$ cat src/rtl/pva_pkg.sv
// Shared types, constants and codes for the polyphonic voice allocator.
package pva_pkg;

  localparam int VOICE_COUNT = 16;
  localparam int VIDX_W      = (VOICE_COUNT > 1) ? $clog2(VOICE_COUNT) : 1;
  localparam int ORDER_W     = 64;
  localparam int NOTE_W      = 7;
  localparam int VEL_W       = 7;
  localparam int VOICE_W     = 4;

  localparam logic [1:0] ACT_NOTE_ON  = 2'd0;
  localparam logic [1:0] ACT_NOTE_OFF = 2'd1;
  localparam logic [1:0] ACT_DONE     = 2'd2;
  localparam logic [1:0] ACT_RESET    = 2'd3;

  typedef struct packed {
    logic [1:0]         action;
    logic [NOTE_W-1:0]  note;
    logic [VEL_W-1:0]   velocity;
    logic [VOICE_W-1:0] voice;
  } in_item_t;

  typedef struct packed {
    logic [VOICE_W-1:0] voice_index;
    logic               found;
    logic               stolen;
  } out_item_t;

  // Search record passed cell to cell.
  typedef struct packed {
    logic                vld;
    logic                free_found;
    logic [VIDX_W-1:0]   free_idx;
    logic                match_found;
    logic [VIDX_W-1:0]   match_idx;
    logic                have_old;
    logic [ORDER_W-1:0]  old_order;
    logic [VIDX_W-1:0]   old_idx;
  } scan_t;

  // Broadcast update to all cells.
  typedef struct packed {
    logic               wr;
    logic               rel;
    logic               done;
    logic               clr;
    logic [VIDX_W-1:0]  idx;
    logic [NOTE_W-1:0]  note;
    logic [ORDER_W-1:0] order;
  } cell_cmd_t;

endpackage

$ cat src/rtl/pva_cell.sv
// One voice slot: holds its state and updates the passing search record.
module pva_cell
  import pva_pkg::*;
(
  input  logic              clk,
  input  logic              rst_n,
  input  logic [VIDX_W-1:0] cell_idx,
  input  cell_cmd_t         cmd,
  input  scan_t             scan_in,
  output scan_t             scan_out
);

  logic [NOTE_W-1:0]  note_r, note_nxt;
  logic [ORDER_W-1:0] order_r, order_nxt;
  logic               held_r, held_nxt;
  logic               snd_r, snd_nxt;
  scan_t              scan_r, scan_nxt;
  logic               sel;

  assign sel = (cmd.idx == cell_idx);

  always_comb begin
    scan_nxt = scan_in;
    if (!scan_in.free_found && !held_r && !snd_r) begin
      scan_nxt.free_found = 1'b1;
      scan_nxt.free_idx   = cell_idx;
    end
    if (!scan_in.match_found && held_r && (note_r == cmd.note)) begin
      scan_nxt.match_found = 1'b1;
      scan_nxt.match_idx   = cell_idx;
    end
    if (!scan_in.have_old || (order_r < scan_in.old_order)) begin
      scan_nxt.have_old  = 1'b1;
      scan_nxt.old_order = order_r;
      scan_nxt.old_idx   = cell_idx;
    end
  end

  always_comb begin
    note_nxt  = note_r;
    order_nxt = order_r;
    held_nxt  = held_r;
    snd_nxt   = snd_r;
    if (cmd.clr) begin
      held_nxt = 1'b0;
      snd_nxt  = 1'b0;
    end
    if (cmd.wr && sel) begin
      note_nxt  = cmd.note;
      order_nxt = cmd.order;
      held_nxt  = 1'b1;
      snd_nxt   = 1'b1;
    end
    if (cmd.rel && sel) begin
      held_nxt = 1'b0;
    end
    if (cmd.done && sel && !held_r) begin
      snd_nxt = 1'b0;
    end
  end

  always_ff @(posedge clk) begin
    if (!rst_n) begin
      note_r  <= '0;
      order_r <= '0;
      held_r  <= 1'b0;
      snd_r   <= 1'b0;
      scan_r  <= '0;
    end else begin
      note_r  <= note_nxt;
      order_r <= order_nxt;
      held_r  <= held_nxt;
      snd_r   <= snd_nxt;
      scan_r  <= scan_nxt;
    end
  end

  assign scan_out = scan_r;

endmodule

$ cat config.mk
export PLATFORM = sky130hd
export DESIGN_NAME = pva_cell
export DESIGN_NICKNAME = d
export VERILOG_FILES = /design/src/rtl/pva_pkg.sv /design/src/rtl/pva_cell.sv
export SDC_FILE = /design/constraint.sdc
export NUM_CORES = 1
export LEC_CHECK = 0
export BUFFER_PORTS_ARGS = -buffer_cell sky130_fd_sc_hd__buf_4
export CORE_MARGIN = 2
export CORE_UTILIZATION = 35
export DETAILED_ROUTE_END_ITERATION = 8
export PLACE_DENSITY = 0.68
export SETUP_SLACK_MARGIN = 0.3
export SLEW_MARGIN = 20
export SYNTH_ARGS = -nofsm -noshare
export SYNTH_HDL_FRONTEND = slang
export SYNTH_SLANG_ARGS = --single-unit
$ cat constraint.sdc
create_clock -name clk -period 2.3 [get_ports clk]
set_clock_uncertainty 0.15 [all_clocks]
set_input_delay 0.115 -clock clk [delete_from_list [all_inputs] [get_ports clk]]
set_output_delay 0.115 -clock clk [all_outputs]
set_load 0.02 [all_outputs]
Word-level counts from Yosys, hierarchy flattened

Index checks and enable logic that the tools add are counted.

Bits in registers: 153
Input port bits: 165
Word-level logic and storage cells: 38

$lt $le $gt $ge: 1
Equality and inequality tests: 2
Mux-type cells: 5
Bitwise gates (word level): 1
Reductions and logical operators: 17

Operator list:

| kind                | number |
|---|---|
| $mux W69            | 1 |
| $lt A64 B64 Y1      | 1 |
| $mux W5             | 2 |
| $logic_and A1 B1 Y1 | 8 |
| $eq A7 B7 Y1        | 1 |
| $logic_not A1 Y1    | 5 |
| $eq A4 B4 Y1        | 1 |
| $reduce_or A2 Y1    | 2 |
| $mux W1             | 2 |
| $reduce_bool A2 Y1  | 1 |
| $logic_or A1 B1 Y1  | 1 |
| $not A1 Y1          | 1 |

Depth between registers and ports, before layout

Depth after elaboration: 4
Gate-level depth with buffers: 11
Gate-level depth less buffers: 9

Worst setup path after synthesis

Ideal clock, no wire load.

Path kind: register to register
From: reg order_r[47]
To: reg scan_r, in the netlist scan_out[47]
Library setup time: 0.072 ns
Arrival: 2.187 ns
Data required time: 2.078 ns
Path slack: -0.109 ns
Cell stages (with the launch flop): 10
Buffers on the path: 2
Cells stage by stage: dfxtp_1 ha_1 nand4_1 or4_1 nor2_1 nand4_1 o21ai_2 buf_6 buf_6 mux2i_1

Cells in the longest elaborated chain, start to end: 3

RTL lines:

| element                  | RTL line       | RTL |
|---|---|---|
| start: declaration       | pva_cell.sv:14 | `logic [ORDER_W-1:0] order_r, order_nxt;` |
| start signal: assignment | pva_cell.sv:71 | `order_r <= order_nxt;` |
| $lt A64 B64 Y1           | pva_cell.sv:32 | `if (!scan_in.have_old \|\| (order_r < scan_in.old_order)) begin` |
| $logic_or A1 B1 Y1       | pva_cell.sv:32 |  |
| $mux W69                 | pva_cell.sv:32 |  |
| end signal: assignment   | pva_cell.sv:74 | `scan_r <= scan_nxt;` |
| end: declaration         | pva_cell.sv:17 | `scan_t scan_r, scan_nxt;` |

Every way passes these cells.
A chain may end at the register's enable or synchronous reset.

Final worst setup path

From: reg order_r[35]
To: reg scan_r, in the netlist scan_out[1]

Same word-level chain as after synthesis.

==> flow_summary_export.csv <==
group,metric,value,unit
die,initial_core_util,0.356,
worst_setup_path,crit_slowest_cell,"dfxtp_2",
placed_design,place_hpwl,15100,um
routing,drt_iter0_drc,319,
worst_setup_path,slowest_delay,340,ps
die,die_h,150,um
worst_setup_path,cpLargestDelayFamily,"buffers and inverters",
yosys,ys.flop_type,"dfxtp_1",
cts,cts_buffers,17,
yosys,yosys_register_bits,153,
cts,cts_max_level,4,
yosys,async_flop_share,0,
die,rows,53,
worst_setup_path,worstSetupEndpointType,"flop",
yosys,yosysSeqAreaShare,0.410,
timing,rsz0062_at_grt,"true",
global_route,grt_pass1_vias,8115,
worst_setup_path,crit_chain,"ha_4, nand4_1, buf_4, buf_4, buf_4, nor2_1, nand3_2, o22ai_2, o31ai_4, o21ai_4, buf_12, buf_8, buf_12, mux2i_2",
worst_setup_path,crit_top_cell,"buf_4",
cells_and_area,nFillCells,1690,
routing,viasPerCell,4.71,
cts,clock-sinks,153,
run,cap_violations,0,
outcome,status,"finished with violations",
die,die-area,22500,um^2
worst_setup_path,required,2480,ps
timing,period_needed,2590,ps
cts,cts_tree,"done",
worst_setup_path,cp-start-kind,"flop",
timing,period_share,1.13,
worst_setup_path,worstPathBufferInverterCount,6,
routing,drt-total-wl,25300,um
global_route,grt.overflow.total,0,
global_route,antenna_found_initial,1,
timing,hold_violations,0,
power_and_ir_drop,powerDensity,513,nW/um^2
outcome,violations,"negative setup slack",
worst_setup_path,worstSetupPathType,"flop to flop",
yosys,postSynthAreaPerCell,8.32,um^2
yosys,netlist_area,7470,um^2
power_and_ir_drop,power,0.00669,W
cells_and_area,final_net_count,1613,
timing,finalMaxSlewViolations,0,
cts,clock_path_buffers,2,
yosys,synth_warnings,0,
cts,cts-root-buf,"clkbuf_16",
yosys,synthDistinctLibCells,37,
timing,setup_slack,-291,ps
min_path,hold_class,"input pin to flop",
cells_and_area,drive_above_1_share,0.295,
die,fp.dieW,150,um
yosys,synth_fp_nets,1126,
routing,antenna_left,0,
power_and_ir_drop,worst_ir_drop_vdd,0.434,mV
global_route,grt_usage,0.222,
cts,clk_latency,420,ps
global_route,grt_pass1_wl,39400,um
die,io_pins,245,
worst_setup_path,arrival,2770,ps
routing,num_vias,7884,
timing,worstMarginPinSlew,621,ps
cells_and_area,areaGrowthSynthToFinish,74.5,%
cts,clk_pin_slew,70,ps
timing,relSlewSlack,0.584,
timing,fmax,386,MHz
timing,hold_slack,62.6,ps
die,core,21000,um^2
cells_and_area,final_util,0.620,
yosys,synth_edf_count,0,
routing,wl_per_cell,15.1,um
placed_design,port_buffers,244,
worst_setup_path,path_max_fanout,7,
yosys,netlist_instances,898,
global_route,grt_max_degree,87,
timing,setup_viol,68,
power_and_ir_drop,p_leak,5.89,nW
routing,firstDrtPassIters,5,
placed_design,routabilityCongestion,0.773,
routing,drc_errors,0,
[placed cells by master, fill, tap and decap left out, types with 3 or more instances in the layout]
master,count
nand3_1,3
nand2_1,298
dfxtp_1,143
inv_1,66
ha_1,52
xor2_1,8
buf_4,320
a221oi_2,3
buf_6,5
a21oi_1,27
ha_4,11
dlygate4sd3_1,171
nand4_1,14
nor3_1,3
o21ai_0,8
clkinv_2,3
bufinv_16,3
o21ai_1,6
xnor2_1,3
nor2_1,8
a21boi_1,71
nor2b_1,9
buf_12,11
buf_16,5
dfxtp_2,10
mux2i_1,75
clkinvlp_4,3
clkbuf_16,18
[per-layer routing]
layer | up-vias | global-route usage | wire [um]
li1 | 3930 | - | -
met1 | 3694 | 0.250 | 10300
met2 | 217 | 0.404 | 13100
met3 | 43 | 0.0548 | 1240
met4 | 0 | 0.0807 | 618
met5 | - | 0 | 0
[synthesized netlist by cell type (all sizes together) (4+ instances only)]
library cell	n	area share
o21ai	15	0.011
ha	63	0.11
a21boi	72	0.072
nand2	299	0.15
buf	7	0.0085
inv	66	0.033
nand3	4	0.0027
a21oi	29	0.019
nor2b	9	0.0075
clkbuf	40	0.020
nand4	14	0.012
nor2	8	0.0040
nor3	5	0.0033
dfxtp	153	0.41
xor2	8	0.0094
mux2i	76	0.10
[power breakdown]
| group | switching, W | internal, W | leakage [nW] |
|---|---|---|---|
| clock | 0.00115 | 0.00177 | 0.289 |
| combinational | 0.000426 | 0.000607 | 4.35 |
| sequential | 0.0000279 | 0.00270 | 1.24 |
[cell families (layout without fill, tap and decap cells)]
group	after synthesis	after routing	share of synthesized area
buffers and inverters	113	613	0.0618
xor gates and xnor gates	11	11	0.0129
and+or+nand+nor	351	351	0.190
muxes	76	76	0.102
AOI/OAI and AO/OA	131	131	0.118
adders and majority gates	63	63	0.105
DFF	153	153	0.410
other	0	1	0
[path summary, 6_finish.rpt]
| check | from | end | slack (ps) | depth (start not counted) |
|---|---|---|---|---|
| setup / recovery | order_r[35] | scan_out[1] | -290 | 14 |
| hold / removal | rst_n | scan_out[75] | 60 | 3 |
| setup reg to reg | order_r[35] | scan_out[1] | -290 | 14 |
| hold reg to reg | note_r[1] | note_r[1] | 310 | 2 |
[layout make-up]
| type | instances | area (um^2) | share of cell area |
|---|---|---|---|
| Clock buffer | 21 | 460 | 0.0353 |
| Tap cell | 275 | 344 | 0.0264 |
| Clock inverter | 11 | 145 | 0.0111 |
| Timing Repair Buffer | 515 | 4580 | 0.351 |
| Sequential cell | 153 | 3080 | 0.236 |
| Inverter | 66 | 248 | 0.0190 |
| Multi-Input combinational cell | 632 | 4180 | 0.321 |
| Antenna cell | 1 | 2.50 | 0.000192 |
[metrics by stage]
step	instances	setup slack, ps	area [um^2]	TNS [ps]
2_1_floorplan	898	-43.2	7540	-864
3_3_place_gp	1446	-237	10200	-15010
3_5_place_dp	1446	-328	10200	-18020
4_1_cts	1668	-245	12900	-13710
5_1_grt	1674	-443	13000	-24490
6_report	1674	-291	13000	-14380
[registers in the layout, indices dropped and copies added (netlist names)]
| signal | flops |
|---|---|
| held_r | 1 |
| note_r | 7 |
| order_r | 64 |
| scan_out | 80 |
| snd_r | 1 |
[timing repair]
item	in CTS	in global routing
hold buffers	173	0
gates resized for setup	36	7
buffers inserted	12	5
pin swaps	15	8
cloned	5	1
setup endpoints to repair	68	71
hold endpoints to repair	153	0
[tightest hold or removal path, delay by kind of cell]
family,cells,cell delay (ps)
simple gates,1,140
buf+inv,2,330
No activity file was read; power rests on OpenSTA's default activity.
