===== src/rtl/pva_pkg.sv =====
// Shared types, constants and codes for the polyphonic voice allocator.
package pva_pkg;

  localparam int VOICE_COUNT = 16;
  localparam int VIDX_W      = (VOICE_COUNT > 1) ? $clog2(VOICE_COUNT) : 1;
  localparam int ORDER_W     = 64;
  localparam int NOTE_W      = 7;
  localparam int VEL_W       = 7;
  localparam int VOICE_W     = 4;

  localparam logic [1:0] ACT_NOTE_ON  = 2'd0;
  localparam logic [1:0] ACT_NOTE_OFF = 2'd1;
  localparam logic [1:0] ACT_DONE     = 2'd2;
  localparam logic [1:0] ACT_RESET    = 2'd3;

  typedef struct packed {
    logic [1:0]         action;
    logic [NOTE_W-1:0]  note;
    logic [VEL_W-1:0]   velocity;
    logic [VOICE_W-1:0] voice;
  } in_item_t;

  typedef struct packed {
    logic [VOICE_W-1:0] voice_index;
    logic               found;
    logic               stolen;
  } out_item_t;

  // Search record passed cell to cell.
  typedef struct packed {
    logic                vld;
    logic                free_found;
    logic [VIDX_W-1:0]   free_idx;
    logic                match_found;
    logic [VIDX_W-1:0]   match_idx;
    logic                have_old;
    logic [ORDER_W-1:0]  old_order;
    logic [VIDX_W-1:0]   old_idx;
  } scan_t;

  // Broadcast update to all cells.
  typedef struct packed {
    logic               wr;
    logic               rel;
    logic               done;
    logic               clr;
    logic [VIDX_W-1:0]  idx;
    logic [NOTE_W-1:0]  note;
    logic [ORDER_W-1:0] order;
  } cell_cmd_t;

endpackage


===== src/rtl/pva_ctrl.sv =====
// Transaction sequencer: launches the search, decides and broadcasts the update.
module pva_ctrl
  import pva_pkg::*;
(
  input  logic      clk,
  input  logic      rst_n,
  input  logic      start,
  output logic      busy,
  input  in_item_t  in_item,
  output logic      out_valid,
  output out_item_t out_item,
  output scan_t     scan_start,
  input  scan_t     scan_end,
  output cell_cmd_t cmd
);

  localparam logic [1:0] ST_IDLE  = 2'd0;
  localparam logic [1:0] ST_SCAN  = 2'd1;
  localparam logic [1:0] ST_APPLY = 2'd2;

  logic [1:0]         state_r, state_nxt;
  in_item_t           item_r, item_nxt;
  scan_t              scan_r, scan_nxt;
  cell_cmd_t          cmd_r, cmd_nxt;
  logic [ORDER_W-1:0] next_order_r, next_order_nxt;
  logic               out_valid_r, out_valid_nxt;
  out_item_t          out_item_r, out_item_nxt;
  logic [VIDX_W-1:0]  tgt;
  logic               vsel_ok;

  assign busy    = (state_r != ST_IDLE);
  assign vsel_ok = (int'(item_r.voice) < VOICE_COUNT);
  assign tgt     = scan_end.free_found ? scan_end.free_idx : scan_end.old_idx;

  always_comb begin
    state_nxt      = state_r;
    item_nxt       = item_r;
    scan_nxt       = scan_r;
    scan_nxt.vld   = 1'b0;
    cmd_nxt        = cmd_r;
    cmd_nxt.wr     = 1'b0;
    cmd_nxt.rel    = 1'b0;
    cmd_nxt.done   = 1'b0;
    cmd_nxt.clr    = 1'b0;
    next_order_nxt = next_order_r;
    out_valid_nxt  = 1'b0;
    out_item_nxt   = out_item_r;
    case (state_r)
      ST_IDLE: begin
        if (start) begin
          item_nxt     = in_item;
          cmd_nxt.note = in_item.note;
          if (in_item.action inside {ACT_NOTE_ON, ACT_NOTE_OFF}) begin
            scan_nxt     = '0;
            scan_nxt.vld = 1'b1;
            state_nxt    = ST_SCAN;
          end else begin
            state_nxt = ST_APPLY;
          end
        end
      end
      ST_SCAN: begin
        if (scan_end.vld) begin
          out_valid_nxt = 1'b1;
          state_nxt     = ST_IDLE;
          if (item_r.action == ACT_NOTE_ON) begin
            cmd_nxt.wr     = 1'b1;
            cmd_nxt.idx    = tgt;
            cmd_nxt.order  = next_order_r;
            next_order_nxt = next_order_r + 1'b1;
            out_item_nxt   = '{voice_index: VOICE_W'(tgt), found: 1'b1,
                               stolen: !scan_end.free_found};
          end else if (scan_end.match_found) begin
            cmd_nxt.rel  = 1'b1;
            cmd_nxt.idx  = scan_end.match_idx;
            out_item_nxt = '{voice_index: VOICE_W'(scan_end.match_idx), found: 1'b1,
                             stolen: 1'b0};
          end else begin
            out_item_nxt = '0;
          end
        end
      end
      ST_APPLY: begin
        out_valid_nxt = 1'b1;
        out_item_nxt  = '0;
        state_nxt     = ST_IDLE;
        if (item_r.action == ACT_DONE && vsel_ok) begin
          cmd_nxt.done = 1'b1;
          cmd_nxt.idx  = VIDX_W'(item_r.voice);
        end
        if (item_r.action == ACT_RESET) begin
          cmd_nxt.clr    = 1'b1;
          next_order_nxt = '0;
        end
      end
      default: begin
        state_nxt = ST_IDLE;
      end
    endcase
  end

  always_ff @(posedge clk) begin
    if (!rst_n) begin
      state_r      <= ST_IDLE;
      scan_r       <= '0;
      cmd_r        <= '0;
      next_order_r <= '0;
      out_valid_r  <= 1'b0;
    end else begin
      state_r      <= state_nxt;
      scan_r       <= scan_nxt;
      cmd_r        <= cmd_nxt;
      next_order_r <= next_order_nxt;
      out_valid_r  <= out_valid_nxt;
    end
  end

  always_ff @(posedge clk) begin
    item_r     <= item_nxt;
    out_item_r <= out_item_nxt;
  end

  assign out_valid  = out_valid_r;
  assign out_item   = out_item_r;
  assign scan_start = scan_r;
  assign cmd        = cmd_r;

endmodule


===== config.mk =====
export PLATFORM = sky130hd
export DESIGN_NAME = pva_ctrl
export DESIGN_NICKNAME = d
export VERILOG_FILES = /design/src/rtl/pva_pkg.sv /design/src/rtl/pva_ctrl.sv
export SDC_FILE = /design/constraint.sdc
export NUM_CORES = 1
export LEC_CHECK = 0
export BUFFER_PORTS_ARGS = -buffer_cell sky130_fd_sc_hd__buf_2
export CAP_MARGIN = 20
export CORE_ASPECT_RATIO = 2
export CORE_MARGIN = 5
export CORE_UTILIZATION = 53
export CTS_CLUSTER_DIAMETER = 50
export DETAILED_ROUTE_END_ITERATION = 8
export PLACE_DENSITY = 0.88
export SYNTH_ARGS = -nofsm -noshare
export SYNTH_HDL_FRONTEND = slang
export SYNTH_SLANG_ARGS = --single-unit

===== constraint.sdc =====
create_clock -name clk -period 5 [get_ports clk]
set_input_delay 1.5 -clock clk [delete_from_list [all_inputs] [get_ports clk]]
set_output_delay 1.5 -clock clk [all_outputs]
set_load 0.005 [all_outputs]

After elaboration in Yosys (flattened, before gate mapping) --
Index checks and enable logic that the tools add are counted. W data, S select, Z words.
Operators by class: add/sub/neg operators 1, equality and inequality tests 11, mux-type cells 25, bitwise gates (word level) 3, reduce and logical (&&, ||, !) cells 17
Operator list (count):
- $mux W64 | 3
- $pmux W64 S2 | 1
- $mux W80 | 1
- $add A64 B1 Y64 const B | 1
- $mux W4 | 5
- $mux W6 | 3
- $pmux W6 S2 | 1
- $ne A2 B2 Y1 const B | 5
- $reduce_and A3 Y1 | 3
- $pmux W4 S2 | 1
- $reduce_and A2 Y1 | 4
- $reduce_and A4 Y1 | 2
- $eq A2 B2 Y1 const B | 3
- $logic_not A2 Y1 | 3
- $mux W2 | 3
- $reduce_bool A2 Y1 | 3
- $mux W1 | 5
- $eq A2 B1 Y1 const B | 2
- $pmux W2 S2 | 1
- $reduce_or A4 Y1 | 1
- $ne A3 B3 Y1 const B | 1
- $not A1 Y1 | 3
- $pmux W1 S2 | 1
- $logic_not A1 Y1 | 1
Storage, ports and cells: register bits after elaboration 159, input port bits 103, output and inout port bits 167, word-level logic and storage cells 73

Longest topological paths before layout --
depth in word-level cells 5, mapped depth 10, mapped depth without buffers 8

Worst setup path before layout --
OpenSTA, ideal clock, no wires.
path kind input to register, start in scan_end[79] (netlist name), end reg next_order_r[0], library setup time 0.128 ns, arrival 2.858 ns, data required time 4.872 ns, path slack 2.014 ns, stages 7, cell sequence nor3b_1 > o211a_1 > buf_2 > nand2_1 > o21ai_1 > clkbuf_1 > nor2_1
On the way: longest elaborated chain between the ends 2
Ends and longest elaborated chain:
- start, declared | line pva_ctrl.sv:13 | input scan_t scan_end,
- $ne A2 B2 Y1 (no line)
- $reduce_and A4 Y1 (no line)
- end signal, assigned | line pva_ctrl.sv:113 | next_order_r <= next_order_nxt;
- end, declared | line pva_ctrl.sv:25 | logic [ORDER_W-1:0] next_order_r, next_order_nxt;
No other way between the ends. A chain may end at the register's enable or synchronous reset.

Worst setup path after layout --
start in scan_end[79] (netlist name), end reg next_order_r[52]
The elaborated chain is that of the path after synthesis.

==> metrics.md <==
| Metric | Value |
|---|---|
| Status | finished clean |
| Maximum VDD drop | 320 uV |
| CP Data Required Time | 5350 ps |
| Max clock buf depth | 2 |
| Worst min-delay path class | reg2reg |
| Via density | 5.38 |
| Async SR Flop Fraction | 0 |
| HPWL after detailed placement | 11.2 mm |
| Largest net degree at the start of global routing | 65 |
| Core area | 13300 sq um |
| Initial antenna violation count | 0 |
| Fmax | 0.308 GHz |
| Crit path DAT | 3590 ps |
| Synth Flop Type | dfxtp_1 |
| Top cells by area, synth | dfxtp_1 41%, nand2_1 9.6%, buf_4 8.3% |
| Starting Density | 0.535 |
| Slew Viols, Final | 0 |
| Total of max-cap violations | 0 |
| Final Setup Violations | 0 |
| Clock skew | 9.70 ps |
| Worst slew margin | 0.393 |
| Crit path cell chain | buf_2, nor3b_1, o211a_1, buf_4, nand4_1, or4_1, a21oi_1 |
| Top-area cell type share of the netlist area | 0.414 |
| Chip height | 174 um |
| # diodes | 0 |
| Worst Setup End Kind | register |
| Total grt overflow | 0 |
| Critical path class | in2reg |
| Most instantiated cells after synthesis | 181 x nand2_1, 147 x dfxtp_1, 115 x a21oi_1, 79 x buf_4, 37 x clkbuf_1 |
| Slowest stage delay, CP | 690 ps |
| Total Neg Setup Slack | 0 ps |
| Clock sink total | 159 |
| Internal power | 2.06 mW |
| Synth unique cells | 48 |
| Switch Pwr | 636 uW |
| Area of the multi-input gates | 3280 sq um |
| Die ar. | 16000 sq um |
| # nets final | 1068 |
| Vias | 6078 |
| Register area | 3300 sq um |
| Die width | 91.9 um |
| Fillcell total | 1107 |
| H-Tree Depth | 4 |
| Area grow syn2layout | 13.4% |
| RSZ-0062 raised after global routing | no |
| Syn_area_per_cell | 8.24 sq um |
| Antenna-violating nets left | 0 |
| Layout Utilization | 0.607 |
| Fraction of layout cells with a size suffix above 1 | 0.176 |
| Port Buffers | 118 |
| Post-CTS Setup Bufs | 0 |
| Yosys warnings | 0 |
| Seq/Total Area, Yosys | 0.465 |
| # DRC | 0 |
| CP delay by family, top | simple AND/OR/NAND/NOR gates |
| CP Buf/Inv Count | 2 |
| Slew of the pin with the lowest slew margin | 908 ps |
| Power per cell area | 334 nW/um^2 |
| First-pass GRT wire length | 26.6 mm |
| Seq pwr share | 0.487 |
| Area of the mapped netlist | 7110 sq um |
| CTS clk-pin slew, worst paths | 60 ps |
| Net Sw Frac | 0.236 |
| Root Buffer | clkbuf_16 |
| Hold Vio Cnt, Final | 0 |
| Startpoint Class | primary input |
| EDFF count, synth | 12 |
| Overall Global Routing Usage | 0.201 |
| Post-Route WL | 15.9 mm |
| Leakage | 3.13 nW |
| DR iter-0 viols | 332 |
| Crit-path slowest cell | or4_1 |
| CTS resizes | 0 |
| Vias in the first global route | 5760 |
| Largest fanout on the critical path | 19 |
| CTS hold repair buffers | 0 |
| Post-synthesis cell count | 863 |
| Most numerous cell in the Yosys netlist | nand2_1 |
| Crit path time final | 3240 ps |
| CTS tree | yes |
| TritonRoute pass-1 iters | 5 |
| Register bit count reported by yosys | 159 |
| Combinational Power Share | 0.048 |
| Wire length per cell | 14.1 um |
| Cell taking the most area after synthesis | dfxtp_1 |
| Final worst-path cycle share | 0.648 |
| CTS buffer count | 17 |
| Row cnt | 60 |
| Ports | 270 |
| Clock Power Share | 0.465 |
| Clock latency at the later pin of the worst-skew pair | 420 ps |
| GP Congestion | 0.874 |
==> cell families after synthesis <==
logic type / after synthesis / share of synthesized area
other: 1 / 0.000527
muxes: 4 / 0.00563
and+or+nand+nor: 349 / 0.237
adders and majority gates: 4 / 0.00704
xor gates and xnor gates: 20 / 0.0246
DFF: 159 / 0.465
buffers and inverters: 144 / 0.119
AOI/OAI and AO/OA: 182 / 0.142
==> path summary, 6_finish.rpt <==
check | slack, ps | to | depth (start not counted) | startpoint
max | 1760 | next_order_r[52] | 7 | scan_end[79]
min | 450 | cmd[26] | 2 | cmd[26]
max reg2reg | 2160 | next_order_r[52] | 8 | state_r[0]
min reg2reg | 450 | cmd[26] | 2 | cmd[26]
==> routing by layer <==
layer | up-vias | global-route usage | wire [um]
li1 | 3017 | - | -
met1 | 2788 | 0.251 | 6770
met2 | 244 | 0.323 | 7570
met3 | 29 | 0.0613 | 1210
met4 | 0 | 0.0763 | 316
met5 | - | 0 | 0
==> state kept, by name (all words and copies together), names as in the netlist <==
name and cells:
item_r 6, cmd 79, scan_start 1, out_item 6
out_valid 1, state_r 2, next_order_r 64
==> power groups by stage <==
| stage | Clock [mW] | Sequential [mW] | Combinational, mW |
|---|---|---|---|
| floorplan | 0 | 1.34 | 0.130 |
| global placement | 0 | 1.34 | 0.125 |
| detailed placement | 0 | 1.34 | 0.129 |
| CTS | 1.27 | 1.31 | 0.129 |
| global route | 1.33 | 1.31 | 0.147 |
| finish | 1.25 | 1.31 | 0.131 |
==> area by class of cell <==
cell class,count,share of cell area
sequential,159,0.410
multi-input combinational,638,0.406
timing repair buffer,123,0.0779
clock buffer,19,0.0562
tap,155,0.0240
clock inverter,13,0.0158
inverter,22,0.0102
==> cells in the final DEF (no fill, tap or decap), types with 3 or more instances in the layout <==
cell and instances:
and2_1 4, nor4_1 10, or2_2 3, buf_2 118, mux2i_1 4, nor2_1 36
dfxtp_1 147, nand4_2 3, inv_1 20, nand3_1 22, o211a_1 5, conb_1 79
clkbuf_16 17, nand4_1 25, inv_6 4, ha_1 4, nor3_1 9, or3_1 28
or4_1 15, a21oi_1 115, xor2_1 10, buf_4 5, xnor2_1 10, o211ai_1 5
edfxtp_1 12, clkinvlp_4 3, o21ai_0 34, nand2_1 181, o31ai_1 14
==> stage by stage <==
step / worst slack [ps] / std cells / total power [mW] / hold WS (ps) / instance area, sq um
4_1_cts: 1770 / 1129 / 2.71 / 452 / 8070
3_5_place_dp: 1390 / 1097 / 1.47 / 444 / 7480
3_3_place_gp: 1460 / 1097 / 1.47 / 440 / 7480
2_1_floorplan: 2010 / 941 / 1.47 / 440 / 7400
5_1_grt: 1650 / 1129 / 2.79 / 473 / 8070
6_report: 1760 / 1129 / 2.70 / 450 / 8070
==> worst reg2reg max path: cells and delay by family (launching register included) <==
family,cells,cell delay [ps]
adder cells (fa/ha/maj),1,370
buffers and inverters,2,300
AND/OR/NAND/NOR,2,1170
flip-flops,1,350
AO/OA/AOI/OAI,3,580
No activity file was read; power rests on OpenSTA's default activity.
